===== config.mk =====
export PLATFORM = sky130hd
export DESIGN_NAME = tick_ordered_command_queue_flat
export DESIGN_NICKNAME = d
export VERILOG_FILES = /design/src/sv/tocq_pkg.sv /design/src/sv/tocq_if.sv /design/src/sv/tick_ordered_command_queue.sv /design/src/sv/tocq_ctrl.sv /design/src/sv/tocq_dp.sv /design/src/flat_wrapper.sv
export SDC_FILE = /design/constraint.sdc
export NUM_CORES = 1
export LEC_CHECK = 0
export BUFFER_PORTS_ARGS = -buffer_cell sky130_fd_sc_hd__buf_2
export CAP_MARGIN = 20
export CELL_PAD_IN_SITES_DETAIL_PLACEMENT = 1
export CELL_PAD_IN_SITES_GLOBAL_PLACEMENT = 1
export CORE_ASPECT_RATIO = 1.1
export CORE_MARGIN = 2
export CORE_UTILIZATION = 30
export CTS_BUF_LIST = sky130_fd_sc_hd__clkbuf_16
export DETAILED_ROUTE_END_ITERATION = 10
export MAX_ROUTING_LAYER = met4
export PLACE_DENSITY = 0.65
export SETUP_SLACK_MARGIN = 0.5
export SKIP_CTS_REPAIR_TIMING = 1
export SLEW_MARGIN = 15
export SYNTH_ARGS = -nofsm -noshare
export SYNTH_HDL_FRONTEND = slang
export SYNTH_SLANG_ARGS = --single-unit

===== constraint.sdc =====
create_clock -name clk -period 3.1 [get_ports clk]
set_input_delay 0.465 -clock clk [delete_from_list [all_inputs] [get_ports clk]]
set_output_delay 0.465 -clock clk [all_outputs]
set_load 0.01 [all_outputs]

===== src/sv/tocq_pkg.sv =====
// Package for the tick ordered command queue: widths, status codes, FSM states
// and the controller/datapath command and status structs. No dependencies.
package tocq_pkg;

    localparam int TICK_W = 32;
    localparam int PRIO_W = 2;
    localparam int SEQ_W  = 16;
    localparam int KIND_W = 3;
    localparam int CHAIN_W = 8;
    localparam int PAY_W  = 32;
    localparam int CFG_W  = 9;
    localparam int STAT_W = 3;
    localparam int PEND_W = 5;
    localparam int MAX_RESULTS = 16;

    localparam logic [STAT_W-1:0] ST_OK       = 3'd0;
    localparam logic [STAT_W-1:0] ST_NONE_DUE = 3'd1;
    localparam logic [STAT_W-1:0] ST_BAD_CHAIN = 3'd2;
    localparam logic [STAT_W-1:0] ST_DUP      = 3'd3;
    localparam logic [STAT_W-1:0] ST_STALE    = 3'd4;
    localparam logic [STAT_W-1:0] ST_FULL     = 3'd5;

    typedef struct packed {
        logic                 action;
        logic [TICK_W-1:0]    target_tick;
        logic [PRIO_W-1:0]    source_priority;
        logic [SEQ_W-1:0]     sequence_req;
        logic [KIND_W-1:0]    command_kind;
        logic [CHAIN_W-1:0]   chain;
        logic [PAY_W-1:0]     payload_tag;
    } req_t;

    typedef struct packed {
        logic [STAT_W-1:0]    status;
        logic [TICK_W-1:0]    out_tick;
        logic [PRIO_W-1:0]    out_priority;
        logic [SEQ_W-1:0]     out_sequence;
        logic [KIND_W-1:0]    out_kind;
        logic [CHAIN_W-1:0]   out_chain;
        logic [PAY_W-1:0]     out_payload;
        logic                 last;
        logic [PEND_W-1:0]    pending_after;
    } rsp_t;

    typedef enum logic [2:0] {
        S_IDLE,
        S_SCAN,
        S_SELECT,
        S_EMIT,
        S_WAIT
    } state_t;

    // Controller to datapath.
    typedef struct packed {
        logic load;       // capture the request, reset scan counter
        logic scan_step;  // examine one slot
        logic sel_start;  // begin a selection pass
        logic sel_step;   // examine one slot for selection
        logic emit;       // move result into output register
        logic finish;     // commit push or stale drop after scan
    } dp_cmd_t;

    // Datapath to controller.
    typedef struct packed {
        logic is_take;
        logic bad_chain;
        logic scan_done;
        logic sel_done;
        logic found;      // a due entry was selected in the pass
        logic stale;
        logic dup;
        logic out_busy;   // output register still holds an untaken result
        logic count_max;  // MAX_RESULTS already released
    } dp_stat_t;

endpackage


===== src/sv/tocq_if.sv =====
// Valid/ready channel carrying one payload of type T.
// Depends on nothing; payload types come from tocq_pkg.
interface tocq_if #(parameter type T = logic) (input logic clk);
    logic valid;
    logic ready;
    T     data;
    modport source (output valid, output data, input ready);
    modport sink   (input valid, input data, output ready);
endinterface


===== src/sv/tick_ordered_command_queue.sv =====
// Tick ordered command queue, top level: controller plus datapath.
// A push scans every slot, one step per slot; a bad chain resolves at once.
// A take scans for stale entries and, if none, runs a selection pass per
// released request and a final pass that releases nothing.
// One request is worked at a time. rst_n clears all valid bits, the result
// valid flag and sets valid_chain_count to 4; no clearing pass is needed.
module tick_ordered_command_queue
    import tocq_pkg::*;
#(
    parameter int QUEUE_DEPTH = 16
)
(
    input  logic             clk,
    input  logic             rst_n,
    input  logic             cfg_we,
    input  logic [CFG_W-1:0] cfg_data,
    tocq_if.sink             req_ch,
    tocq_if.source           rsp_ch
);

    dp_cmd_t  cmd;
    dp_stat_t stat;
    logic     in_ready;

    // The controller sequences scan, selection and result emission.
    tocq_ctrl u_ctrl (
        .clk      (clk),
        .rst_n    (rst_n),
        .in_valid (req_ch.valid),
        .in_ready (in_ready),
        .stat     (stat),
        .cmd      (cmd)
    );

    // The datapath holds the entries and compares one slot per cycle.
    tocq_dp #(.QUEUE_DEPTH(QUEUE_DEPTH)) u_dp (
        .clk       (clk),
        .rst_n     (rst_n),
        .cfg_we    (cfg_we),
        .cfg_data  (cfg_data),
        .req       (req_ch.data),
        .cmd       (cmd),
        .stat      (stat),
        .out_valid (rsp_ch.valid),
        .out_ready (rsp_ch.ready),
        .out_data  (rsp_ch.data)
    );

    assign req_ch.ready = in_ready;

endmodule


===== src/sv/tocq_ctrl.sv =====
// Controller state machine for the command queue.
// Depends on tocq_pkg; drives tocq_dp through dp_cmd_t.
module tocq_ctrl
    import tocq_pkg::*;
(
    input  logic     clk,
    input  logic     rst_n,
    input  logic     in_valid,
    output logic     in_ready,
    input  dp_stat_t stat,
    output dp_cmd_t  cmd
);

    state_t state_reg, state_next;

    always_ff @(posedge clk or negedge rst_n)
    begin
        if (!rst_n)
        begin
            state_reg <= S_IDLE;
        end
        else
        begin
            state_reg <= state_next;
        end
    end

    always_comb
    begin
        state_next = state_reg;
        case (state_reg)
            S_IDLE:
            begin
                if (in_valid)
                    state_next = S_SCAN;
            end
            S_SCAN:
            begin
                // Bad chain resolves at once; otherwise walk every slot.
                if (!stat.is_take && stat.bad_chain)
                    state_next = S_WAIT;
                else if (stat.scan_done)
                    state_next = (stat.is_take && !stat.stale) ? S_SELECT : S_WAIT;
            end
            S_SELECT:
            begin
                if (stat.sel_done)
                    state_next = S_EMIT;
            end
            S_EMIT:
            begin
                // Result is buffered one behind, so selection of the next one
                // overlaps the wait for the consumer.
                if (!stat.out_busy)
                    state_next = (stat.found && !stat.count_max) ? S_SELECT : S_WAIT;
            end
            S_WAIT:
            begin
                if (!stat.out_busy)
                    state_next = S_IDLE;
            end
            default:
                state_next = S_IDLE;
        endcase
    end

    always_comb
    begin
        cmd = '0;
        in_ready = 1'b0;
        case (state_reg)
            S_IDLE:
            begin
                in_ready = 1'b1;
                cmd.load = in_valid;
            end
            S_SCAN:
            begin
                cmd.scan_step = 1'b1;
                if ((!stat.is_take && stat.bad_chain) || stat.scan_done)
                begin
                    cmd.finish = 1'b1;
                    cmd.sel_start = stat.is_take && !stat.stale;
                end
            end
            S_SELECT:
            begin
                cmd.sel_step = 1'b1;
            end
            S_EMIT:
            begin
                if (!stat.out_busy)
                begin
                    cmd.emit = 1'b1;
                    cmd.sel_start = stat.found && !stat.count_max;
                end
            end
            S_WAIT:
            begin
            end
            default:
            begin
            end
        endcase
    end

endmodule


===== src/sv/tocq_dp.sv =====
// Datapath of the command queue: entry store, scan and selection registers,
// result register. Depends on tocq_pkg; controlled by tocq_ctrl.
module tocq_dp
    import tocq_pkg::*;
#(
    parameter int QUEUE_DEPTH = 16
)
(
    input  logic             clk,
    input  logic             rst_n,
    input  logic             cfg_we,
    input  logic [CFG_W-1:0] cfg_data,
    input  req_t             req,
    input  dp_cmd_t          cmd,
    output dp_stat_t         stat,
    output logic             out_valid,
    input  logic             out_ready,
    output rsp_t             out_data
);

    localparam int IDX_W = (QUEUE_DEPTH > 1) ? $clog2(QUEUE_DEPTH) : 1;
    localparam int CNT_W = $clog2(QUEUE_DEPTH + 1);
    localparam int RC_W  = $clog2(MAX_RESULTS + 1);

    // Entry store: key and body per slot, one valid bit per slot.
    logic [TICK_W-1:0]  tick_mem    [QUEUE_DEPTH];
    logic [PRIO_W-1:0]  prio_mem    [QUEUE_DEPTH];
    logic [SEQ_W-1:0]   seq_mem     [QUEUE_DEPTH];
    logic [KIND_W-1:0]  kind_mem    [QUEUE_DEPTH];
    logic [CHAIN_W-1:0] chain_mem   [QUEUE_DEPTH];
    logic [PAY_W-1:0]   pay_mem     [QUEUE_DEPTH];
    logic [QUEUE_DEPTH-1:0] valid_reg, valid_next;

    logic [CFG_W-1:0] vcc_reg;
    req_t             req_reg;
    logic [CNT_W-1:0] idx_reg, idx_next;
    logic             dup_reg, dup_next;
    logic             stale_reg, stale_next;
    logic             free_ok_reg, free_ok_next;
    logic [IDX_W-1:0] free_reg, free_next;
    logic [QUEUE_DEPTH-1:0] drop_reg, drop_next;
    logic             found_reg, found_next;
    logic [IDX_W-1:0] best_reg, best_next;
    logic [RC_W-1:0]  rel_cnt_reg, rel_cnt_next;
    logic [CNT_W-1:0] live_reg, live_next;
    // Number of entries due at the take tick, and the count left afterwards.
    logic [CNT_W-1:0] due_cnt_reg, due_cnt_next;
    logic [PEND_W-1:0] pend_fin_reg, pend_fin_next;
    // Pending result held until the lookahead selection tells if it is last.
    logic             hold_reg, hold_next;
    rsp_t             hold_data_reg, hold_data_next;
    logic             out_valid_reg, out_valid_next;
    rsp_t             out_reg, out_next;

    logic [IDX_W-1:0] cur;
    logic             scan_done;
    logic             hit_dup, hit_stale, due, better;

    assign cur = idx_reg[IDX_W-1:0];
    assign scan_done = (idx_reg == CNT_W'(QUEUE_DEPTH - 1));
    assign hit_dup = valid_reg[cur] && tick_mem[cur] == req_reg.target_tick &&
                     prio_mem[cur] == req_reg.source_priority &&
                     seq_mem[cur] == req_reg.sequence_req;
    assign hit_stale = valid_reg[cur] && tick_mem[cur] < req_reg.target_tick;
    assign due = valid_reg[cur] && tick_mem[cur] == req_reg.target_tick;
    // Order among due entries: priority, sequence, kind, then slot (scan order).
    assign better = !found_reg ||
        {prio_mem[cur], seq_mem[cur], kind_mem[cur]} <
        {prio_mem[best_reg], seq_mem[best_reg], kind_mem[best_reg]};

    always_ff @(posedge clk or negedge rst_n)
    begin
        if (!rst_n)
        begin
            vcc_reg       <= CFG_W'(4);
            valid_reg     <= '0;
            out_valid_reg <= 1'b0;
            hold_reg      <= 1'b0;
            live_reg      <= '0;
        end
        else
        begin
            if (cfg_we)
                vcc_reg <= cfg_data;
            valid_reg     <= valid_next;
            out_valid_reg <= out_valid_next;
            hold_reg      <= hold_next;
            live_reg      <= live_next;
        end
    end

    always_ff @(posedge clk)
    begin
        if (cmd.load)
            req_reg <= req;
        idx_reg       <= idx_next;
        dup_reg       <= dup_next;
        stale_reg     <= stale_next;
        free_ok_reg   <= free_ok_next;
        free_reg      <= free_next;
        drop_reg      <= drop_next;
        found_reg     <= found_next;
        best_reg      <= best_next;
        rel_cnt_reg   <= rel_cnt_next;
        due_cnt_reg   <= due_cnt_next;
        pend_fin_reg  <= pend_fin_next;
        hold_data_reg <= hold_data_next;
        out_reg       <= out_next;
        if (cmd.finish && !req_reg.action && !dup_next && free_ok_next &&
            !(req_reg.chain >= vcc_reg))
        begin
            tick_mem[free_next]  <= req_reg.target_tick;
            prio_mem[free_next]  <= req_reg.source_priority;
            seq_mem[free_next]   <= req_reg.sequence_req;
            kind_mem[free_next]  <= req_reg.command_kind;
            chain_mem[free_next] <= req_reg.chain;
            pay_mem[free_next]   <= req_reg.payload_tag;
        end
    end

    always_comb
    begin
        idx_next       = idx_reg;
        dup_next       = dup_reg;
        stale_next     = stale_reg;
        free_ok_next   = free_ok_reg;
        free_next      = free_reg;
        drop_next      = drop_reg;
        found_next     = found_reg;
        best_next      = best_reg;
        rel_cnt_next   = rel_cnt_reg;
        due_cnt_next   = due_cnt_reg;
        pend_fin_next  = pend_fin_reg;
        valid_next     = valid_reg;
        live_next      = live_reg;
        hold_next      = hold_reg;
        hold_data_next = hold_data_reg;
        out_valid_next = out_valid_reg && !out_ready;
        out_next       = out_reg;

        if (cmd.load)
        begin
            idx_next     = '0;
            dup_next     = 1'b0;
            stale_next   = 1'b0;
            free_ok_next = 1'b0;
            drop_next    = '0;
            rel_cnt_next = '0;
            due_cnt_next = '0;
            hold_next    = 1'b0;
        end

        if (cmd.scan_step)
        begin
            if (req_reg.action)
            begin
                if (hit_stale)
                begin
                    stale_next = 1'b1;
                    drop_next[cur] = 1'b1;
                end
                if (due)
                    due_cnt_next = due_cnt_reg + CNT_W'(1);
            end
            else if (valid_reg[cur])
            begin
                if (hit_dup)
                    dup_next = 1'b1;
            end
            else if (!free_ok_reg)
            begin
                free_ok_next = 1'b1;
                free_next    = cur;
            end
            idx_next = idx_reg + CNT_W'(1);
        end

        if (cmd.finish)
        begin
            out_next = '0;
            out_next.last = 1'b1;
            if (!req_reg.action)
            begin
                if (req_reg.chain >= vcc_reg)
                    out_next.status = ST_BAD_CHAIN;
                else if (dup_next)
                    out_next.status = ST_DUP;
                else if (!free_ok_next)
                    out_next.status = ST_FULL;
                else
                begin
                    out_next.status = ST_OK;
                    valid_next[free_next] = 1'b1;
                    live_next = live_reg + CNT_W'(1);
                end
                out_next.pending_after = PEND_W'(live_next);
                out_valid_next = 1'b1;
            end
            else if (stale_next)
            begin
                valid_next = valid_reg & ~drop_next;
                live_next  = CNT_W'($countones(valid_next));
                out_next.status = ST_STALE;
                out_next.pending_after = PEND_W'(live_next);
                out_valid_next = 1'b1;
            end
            else
            begin
                // Every release of this take reports the count left at its end.
                pend_fin_next = (int'(due_cnt_next) > MAX_RESULTS) ?
                    PEND_W'(int'(live_reg) - MAX_RESULTS) :
                    PEND_W'(live_reg - due_cnt_next);
            end
        end

        if (cmd.sel_start)
        begin
            idx_next   = '0;
            found_next = 1'b0;
        end

        if (cmd.sel_step)
        begin
            if (due && better)
            begin
                found_next = 1'b1;
                best_next  = cur;
            end
            idx_next = idx_reg + CNT_W'(1);
        end

        if (cmd.emit)
        begin
            // The held result goes out; its last flag is known now.
            if (hold_reg)
            begin
                out_next = hold_data_reg;
                out_next.last = !(found_reg && rel_cnt_reg != RC_W'(MAX_RESULTS));
                out_valid_next = 1'b1;
            end
            else if (!found_reg)
            begin
                out_next = '0;
                out_next.status = ST_NONE_DUE;
                out_next.last = 1'b1;
                out_next.pending_after = PEND_W'(live_reg);
                out_valid_next = 1'b1;
            end
            if (found_reg && rel_cnt_reg != RC_W'(MAX_RESULTS))
            begin
                hold_next = 1'b1;
                hold_data_next.status = ST_OK;
                hold_data_next.out_tick = tick_mem[best_reg];
                hold_data_next.out_priority = prio_mem[best_reg];
                hold_data_next.out_sequence = seq_mem[best_reg];
                hold_data_next.out_kind = kind_mem[best_reg];
                hold_data_next.out_chain = chain_mem[best_reg];
                hold_data_next.out_payload = pay_mem[best_reg];
                hold_data_next.last = 1'b0;
                hold_data_next.pending_after = '0;
                valid_next[best_reg] = 1'b0;
                live_next = live_reg - CNT_W'(1);
                rel_cnt_next = rel_cnt_reg + RC_W'(1);
            end
            else
            begin
                hold_next = 1'b0;
            end
            // pending_after is the count after the whole take.
            if (hold_reg)
                out_next.pending_after = pend_fin_reg;
        end
    end

    always_comb
    begin
        stat.is_take   = req_reg.action;
        stat.bad_chain = req_reg.chain >= vcc_reg;
        stat.scan_done = scan_done;
        stat.sel_done  = scan_done;
        stat.found     = found_reg;
        stat.stale     = stale_next;
        stat.dup       = dup_reg;
        stat.out_busy  = out_valid_reg && !out_ready;
        stat.count_max = (rel_cnt_reg == RC_W'(MAX_RESULTS));
    end

    assign out_valid = out_valid_reg;
    assign out_data  = out_reg;

endmodule


===== src/flat_wrapper.sv =====
// flat-port wrapper written by rule: the top's interface ports become plain ports
module tick_ordered_command_queue_flat import tocq_pkg::*;
#(
    parameter int QUEUE_DEPTH = 16
)
  (clk, rst_n, cfg_we, cfg_data, req_ch_valid, req_ch_data, req_ch_ready, rsp_ch_valid, rsp_ch_data, rsp_ch_ready);
  tocq_if req_ch_i (.clk(clk));
  tocq_if rsp_ch_i (.clk(clk));
  input  logic clk;
  input  logic rst_n;
  input  logic cfg_we;
  input  logic [CFG_W-1:0] cfg_data;
  input wire logic [$bits(req_ch_i.valid)-1:0] req_ch_valid;
  input wire logic [$bits(req_ch_i.data)-1:0] req_ch_data;
  output wire logic [$bits(req_ch_i.ready)-1:0] req_ch_ready;
  output wire logic [$bits(rsp_ch_i.valid)-1:0] rsp_ch_valid;
  output wire logic [$bits(rsp_ch_i.data)-1:0] rsp_ch_data;
  input wire logic [$bits(rsp_ch_i.ready)-1:0] rsp_ch_ready;
  assign req_ch_i.valid = req_ch_valid;
  assign req_ch_i.data = req_ch_data;
  assign req_ch_ready = req_ch_i.ready;
  assign rsp_ch_valid = rsp_ch_i.valid;
  assign rsp_ch_data = rsp_ch_i.data;
  assign rsp_ch_i.ready = rsp_ch_ready;
  tick_ordered_command_queue #(.QUEUE_DEPTH(QUEUE_DEPTH)) u_core (.clk(clk), .rst_n(rst_n), .cfg_we(cfg_we), .cfg_data(cfg_data), .req_ch(req_ch_i), .rsp_ch(rsp_ch_i));
endmodule

== Word level (Yosys, flattened, before mapping) ==
Memories as Yosys holds them, arrays and structs flattened. A register that Yosys moved wholly into a read port is not among the register bits.
Index checks and enable logic that the tools add are counted.
Storage, ports and cells
  input port bits: 15
  output and inout bits: 3
  bits in writable memories: 16
  register bits after elaboration: 252
  logic and storage cells: 159
  memories kept: 1
Memory list
  u_core.u_dp.pay_mem: words 16, bits a word 1, rd ports 1, clocked after memory_dff 1, write ports 1, RTL line tocq_dp.sv:31  | logic [PAY_W-1:0] pay_mem [QUEUE_DEPTH];
Operators by class
  bitwise gates (word level): 3
  order comparisons: 7
  add/sub/neg operators: 4
  reductions and logical operators: 29
  equality and inequality tests: 12
  mux-type cells: 74
Operator list (count)
  $mux W102: 4
  $mux W16: 6
  $mux W5: 14
  $mux W1: 33
  $logic_not A32 Y1 const A: 1
  $mux W3: 10
  $lt A21 B21 Y1 const AB: 1
  $and A16 B16 Y16: 1
  $logic_not A16 Y1 const A: 1
  $not A16 Y16: 1
  $or A16 B16 Y16: 1
  $add A5 B1 Y5 const B: 3
  $lt A4 B5 Y1 const B: 3
  $pmux W3 S5: 1
  $logic_and A1 B1 Y1: 12
  $mux W4: 3
  $ge A1 B9 Y1 const A: 1
  $demux W1 S4: 2
  $ge A4 B1 Y1 const B: 2
  $ne A2 B2 Y1 const B: 4
  $eq A3 B2 Y1 const B: 2
  $logic_not A1 Y1: 6
  $eq A5 B4 Y1 const B: 1
  $eq A5 B5 Y1 const B: 1
  other kinds (13): 15

== Longest topological paths before layout ==
  depth in word-level cells: 16
  gate-level depth with buffers: 9

== Modules after synthesis ==
From an unflattened synthesis, not the netlist that was laid out.
Second synthesis, totals
  cells, all modules: 3774
  area, all modules: 77989.8 um^2
Modules (own cells, without submodules)
  tocq_dp: area each 77719.5 um^2, cells each 3738, times used 1
  tocq_ctrl: area each 266.5 um^2, cells each 35, times used 1
  tick_ordered_command_queue: area each 3.8 um^2, cells each 1, times used 1

== Least setup slack after synthesis ==
OpenSTA, ideal clock, no wires.
  path type: register to register
  from: reg u_core.u_dp.idx_reg[1]
  to: reg u_core.u_ctrl.state_reg[2]
  stages on the path, launching flop included: 8
  clock period less this slack: 2.488 ns
  arrival time: 2.362 ns
  required time: 2.974 ns
  path slack: 0.612 ns
  cells stage by stage: edfxtp_1 -> ha_1 -> and3_1 -> ha_1 -> or4b_2 -> o21ai_1 -> nor2_1 -> a311o_1
Between the ends
  word-level cells in the longest chain between the ends: 3
  elaborated cells between the ends (all ways): 4
  classes of those cells: eq/ne (3); reduce/logical (1)
RTL lines
  start, declared: RTL line tocq_dp.sv:36  | logic [CNT_W-1:0] idx_reg, idx_next;
  start signal, assigned: RTL line tocq_dp.sv:96  | idx_reg <= idx_next;
  $eq A5 B4 Y1 *: RTL line tocq_dp.sv:60  | assign scan_done = (idx_reg == CNT_W'(QUEUE_DEPTH - 1));
  $ne A3 B3 Y1 (no line) / $ne A2 B2 Y1 (equally long branches)
  $reduce_and A5 Y1 (no line) *
  end signal, assigned: RTL line tocq_ctrl.sv:24  | state_reg <= state_next;
  end, declared: RTL line tocq_ctrl.sv:14  | state_t state_reg, state_next;
Mark *: on every way between the ends. The rest lies on a longest branch, timed or not.
A chain may end at the register's enable or synchronous reset.

== Worst setup path in the final report ==
  from: reg u_core.u_dp.idx_reg[0]
  to: reg u_core.u_ctrl.state_reg[2]
Same word-level chain as after synthesis.

==> results.txt <==
----------------------------------------------------
[Outcome]
  Result of the run ... completed

[Route]
  Overall routed net length ... 6690 um
  Routed via count ... 2149
  Post-detailed-route DRC marker count ... 0
  Routed wire length per instance ... 16.1 um
  Detailed-router iteration count before antenna repair ... 4
  Vias per cell ... 5.18
  Number of DRC markers in iteration 0 ... 86
  Antenna Nets Post-Route ... 0

[Setup path]
  Length in cells of the worst reg-to-reg path ... 7
  Endpoint arrival time on the critical path ... 2.62 ns
  Endpoint of the worst register-to-register path ... u_core.u_ctrl.state_reg[2]$_DFFE_PN0P_
  Critical R2R Launch ... u_core.u_dp.idx_reg[0]$_DFFE_PP_
  Crit Path Max Fanout ... 6
  Critical Path Sink Type ... flop
  Critical path origin ... u_core.u_dp.idx_reg[0]$_DFFE_PP_
  Class of the most critical setup path ... reg2reg
  Crit path launch type ... flop
  Setup slack of the most critical reg-to-reg path ... 0.66 ns
  Required time reported for the critical path endpoint ... 3.28 ns

[Logic synthesis]
  Cell types with the largest area share after synthesis ... dfrtp_1 (27%), edfxtp_1 (9.7%), dfxtp_1 (9.4%), mux2_2 (5.7%), nor2_1 (5.1%)
  EDFF count, synth ... 9
  Synthesized area ... 2780 um2
  Number of warnings reported in the yosys synthesis log ... 0
  Fraction of synthesized cell area taken by the top area cell type ... 0.270
  Synthesis-stage register bit count ... 53
  Flip-flop cell with the highest count after synthesis ... dfrtp_1
  Syn Nets ... 302
  Cell type with the largest total area after synthesis ... dfrtp_1
  Share of async-settable or async-resettable flops after synthesis ... 0.585
  Register area share after synthesis ... 0.470
  Number of library cell types mapped by synthesis ... 57
  Post-Syn Instances ... 283
  Mapped Avg Cell Area ... 9.83 um2

[STA]
  Final TNS setup ... 0 ns
  Remaining max-slew budget at the tightest pin ... 0.488
  Portion of the clock cycle consumed by the worst path in the final layout ... 0.787
  Highest achievable clock rate ... 410 MHz
  Slew at the pin closest to its max-slew limit ... 0.761 ns
  Post-route minimum period ... 2.44 ns
  Post-Route Skew ... 0.00585 ns
  # setup viols final ... 0
  Unrepaired setup endpoints after global routing ... no
  Final hold violation count ... 0
  Final Slew Violations ... 0

[Clocking]
  Number of CTS-inserted buffers ... 5
  Clock-pin slew reported for the worst setup and hold paths after clock tree synthesis ... 0.07 ns
  CTS tree ... done
  Clock tree sinks ... 53
  H-tree levels ... 2
  Clock insertion delay at the later pin of the skew report ... 0.29 ns
  Root cell of the clock tree ... clkbuf_16
  Max Root-Sink Buffers ... 2

[Floorplanning]
  Die extent in y ... 105 um
  Die W ... 95.8 um
  Starting density of the core ... 0.312
  Core Box Area ... 8920 um2
  Number of primary I/O pins ... 18
  Overall die area ... 10100 um2
  Total number of placement rows ... 36

[Finish]
  Layout overhead on the synthesized area ... 13.5%
  Largest register FFs ... 16
  Share of post-route cells with drive strength above 1 ... 0.206
  Layout Cell Area excl Fill ... 3160 um2
  Number of nets in the finished design ... 319
  Total inserted antenna cells ... 0
  Total of fill cells in the finished design ... 1049

[Power]
  Leak pwr ... 1.30 nW
  Largest vdd supply drop ... 0.000334 V
  Power density of the placed cells ... 794 nW/um2
  Post-layout total power ... 2.51 mW

[GRT]
  Initial antenna violation count ... 0
  All-layer global routing usage ... 0.147
  Total global routing overflow ... 0
  Global-route wire length before repair ... 11200 um
  Number of global-route vias before repair ... 2231
  Pin count of the biggest net entering global routing ... 32

[Placement]
  DP HPWL ... 4820 um
  Number of input and output port buffers inserted ... 16
  GP Congestion ... 0.799
  Post-Place Cell Area ... 2960 um2

[Run]
  MaxCap Viol Count ... 0

[Worst hold path]
  Path class of the lowest-slack min-delay path ... in2async

----------------------------------------------------
## worst max-delay path: stages (launching register included)
cell and delay [ns]:
edfxtp_1 0.39, ha_1 0.24, and3_1 0.19, ha_2 0.23, or4b_2 0.66, o21ai_2 0.18
nor2_1 0.08, a311o_1 0.36
## through the flow
| stage | instances | hold slack (ns) | utilization | worst slack (ns) |
|---|---|---|---|---|
| 4_1_cts | 412 | 0.259 | 0.351 | 0.489 |
| 5_1_grt | 415 | 0.282 | 0.354 | 0.546 |
| 3_5_place_dp | 404 | 0.498 | 0.332 | 0.510 |
| 2_1_floorplan | 283 | 0.169 | - | 0.612 |
| 6_report | 415 | 0.226 | 0.354 | 0.659 |
| 3_3_place_gp | 404 | 0.482 | 0.332 | 0.559 |
## layout make-up
class	instances	area [um2]	area share
clock buffer	6	150	0.0476
clock inverter	2	13.8	0.00436
inverter	9	33.8	0.0107
multi-input combinational	206	1360	0.431
sequential	53	1310	0.414
tap	114	143	0.0452
timing repair buffer	25	148	0.0468
## cells in the final DEF, fill, tap and decap left out, types with 3 or more instances in the layout
cell       count
a21o_1         3
a21oi_1       13
a31oi_1       17
buf_2         16
buf_4          9
clkbuf_16      6
dfrtp_1       30
dfxtp_1       13
edfxtp_1       9
ha_1           3
inv_1          9
mux2_2        14
mux2i_1        8
nand2_1       18
nand2b_1      11
nand3_1       12
nand3b_1       4
nor2_1        38
nor2b_1        3
nor3_1         5
o21ai_0       12
or3_1          3
xor2_1         3
## per-layer routing
layer | share of wire | global-route usage | wire, um
met5 | 0 | - | 0
met4 | 0.0069 | 0.0327 | 46
met3 | 0.015 | 0.0151 | 101
met2 | 0.52 | 0.250 | 3450
met1 | 0.46 | 0.186 | 3090
## worst max-delay path by stage
stage                     cells past startpoint  slack (ns)                                endpoint
after global placement                        6        0.56  u_core.u_ctrl.state_reg[2]$_DFFE_PN0P_
after detailed placement                      6        0.51  u_core.u_ctrl.state_reg[2]$_DFFE_PN0P_
final                                         7        0.66  u_core.u_ctrl.state_reg[2]$_DFFE_PN0P_
after CTS                                     6        0.49  u_core.u_ctrl.state_reg[2]$_DFFE_PN0P_
after floorplan                               7        0.61  u_core.u_ctrl.state_reg[2]$_DFFE_PN0P_
after global routing                          7        0.55  u_core.u_ctrl.state_reg[2]$_DFFE_PN0P_
## cells by family (layout without fill, tap and decap cells)
| group | Yosys count | in the layout | share of synthesized area |
|---|---|---|---|
| xor gates and xnor gates | 5 | 5 | 0.0157 |
| AOI/OAI and AO/OA | 61 | 61 | 0.143 |
| buffers and inverters | 24 | 42 | 0.0427 |
| muxes | 23 | 23 | 0.0936 |
| adders and majority gates | 4 | 4 | 0.0180 |
| and+or+nand+nor | 113 | 113 | 0.217 |
| DFF | 53 | 53 | 0.470 |
## cells in the mapped netlist (all sizes together) (3+ instances only)
cell / instances
a21oi: 16
dfxtp: 13
a21o: 3
nand2b: 11
nor3: 5
or3: 3
nand4: 3
nand2: 19
mux2i: 8
nand3: 12
inv: 9
dfrtp: 30
nor2: 38
nand3b: 4
buf: 8
clkbuf: 7
nor2b: 3
mux2: 14
a31oi: 17
edfxtp: 9
ha: 4
xor2: 3
o21ai: 13
## report_power, final
part	switching [mW]	leakage [nW]	total (mW)	internal [mW]
sequential	0.135	0.603	0.981	0.846
combinational	0.533	0.612	0.913	0.380
clock	0.262	0.0824	0.612	0.351
total	0.930	1.30	2.51	1.58
Power figures use the tool's default switching activity.
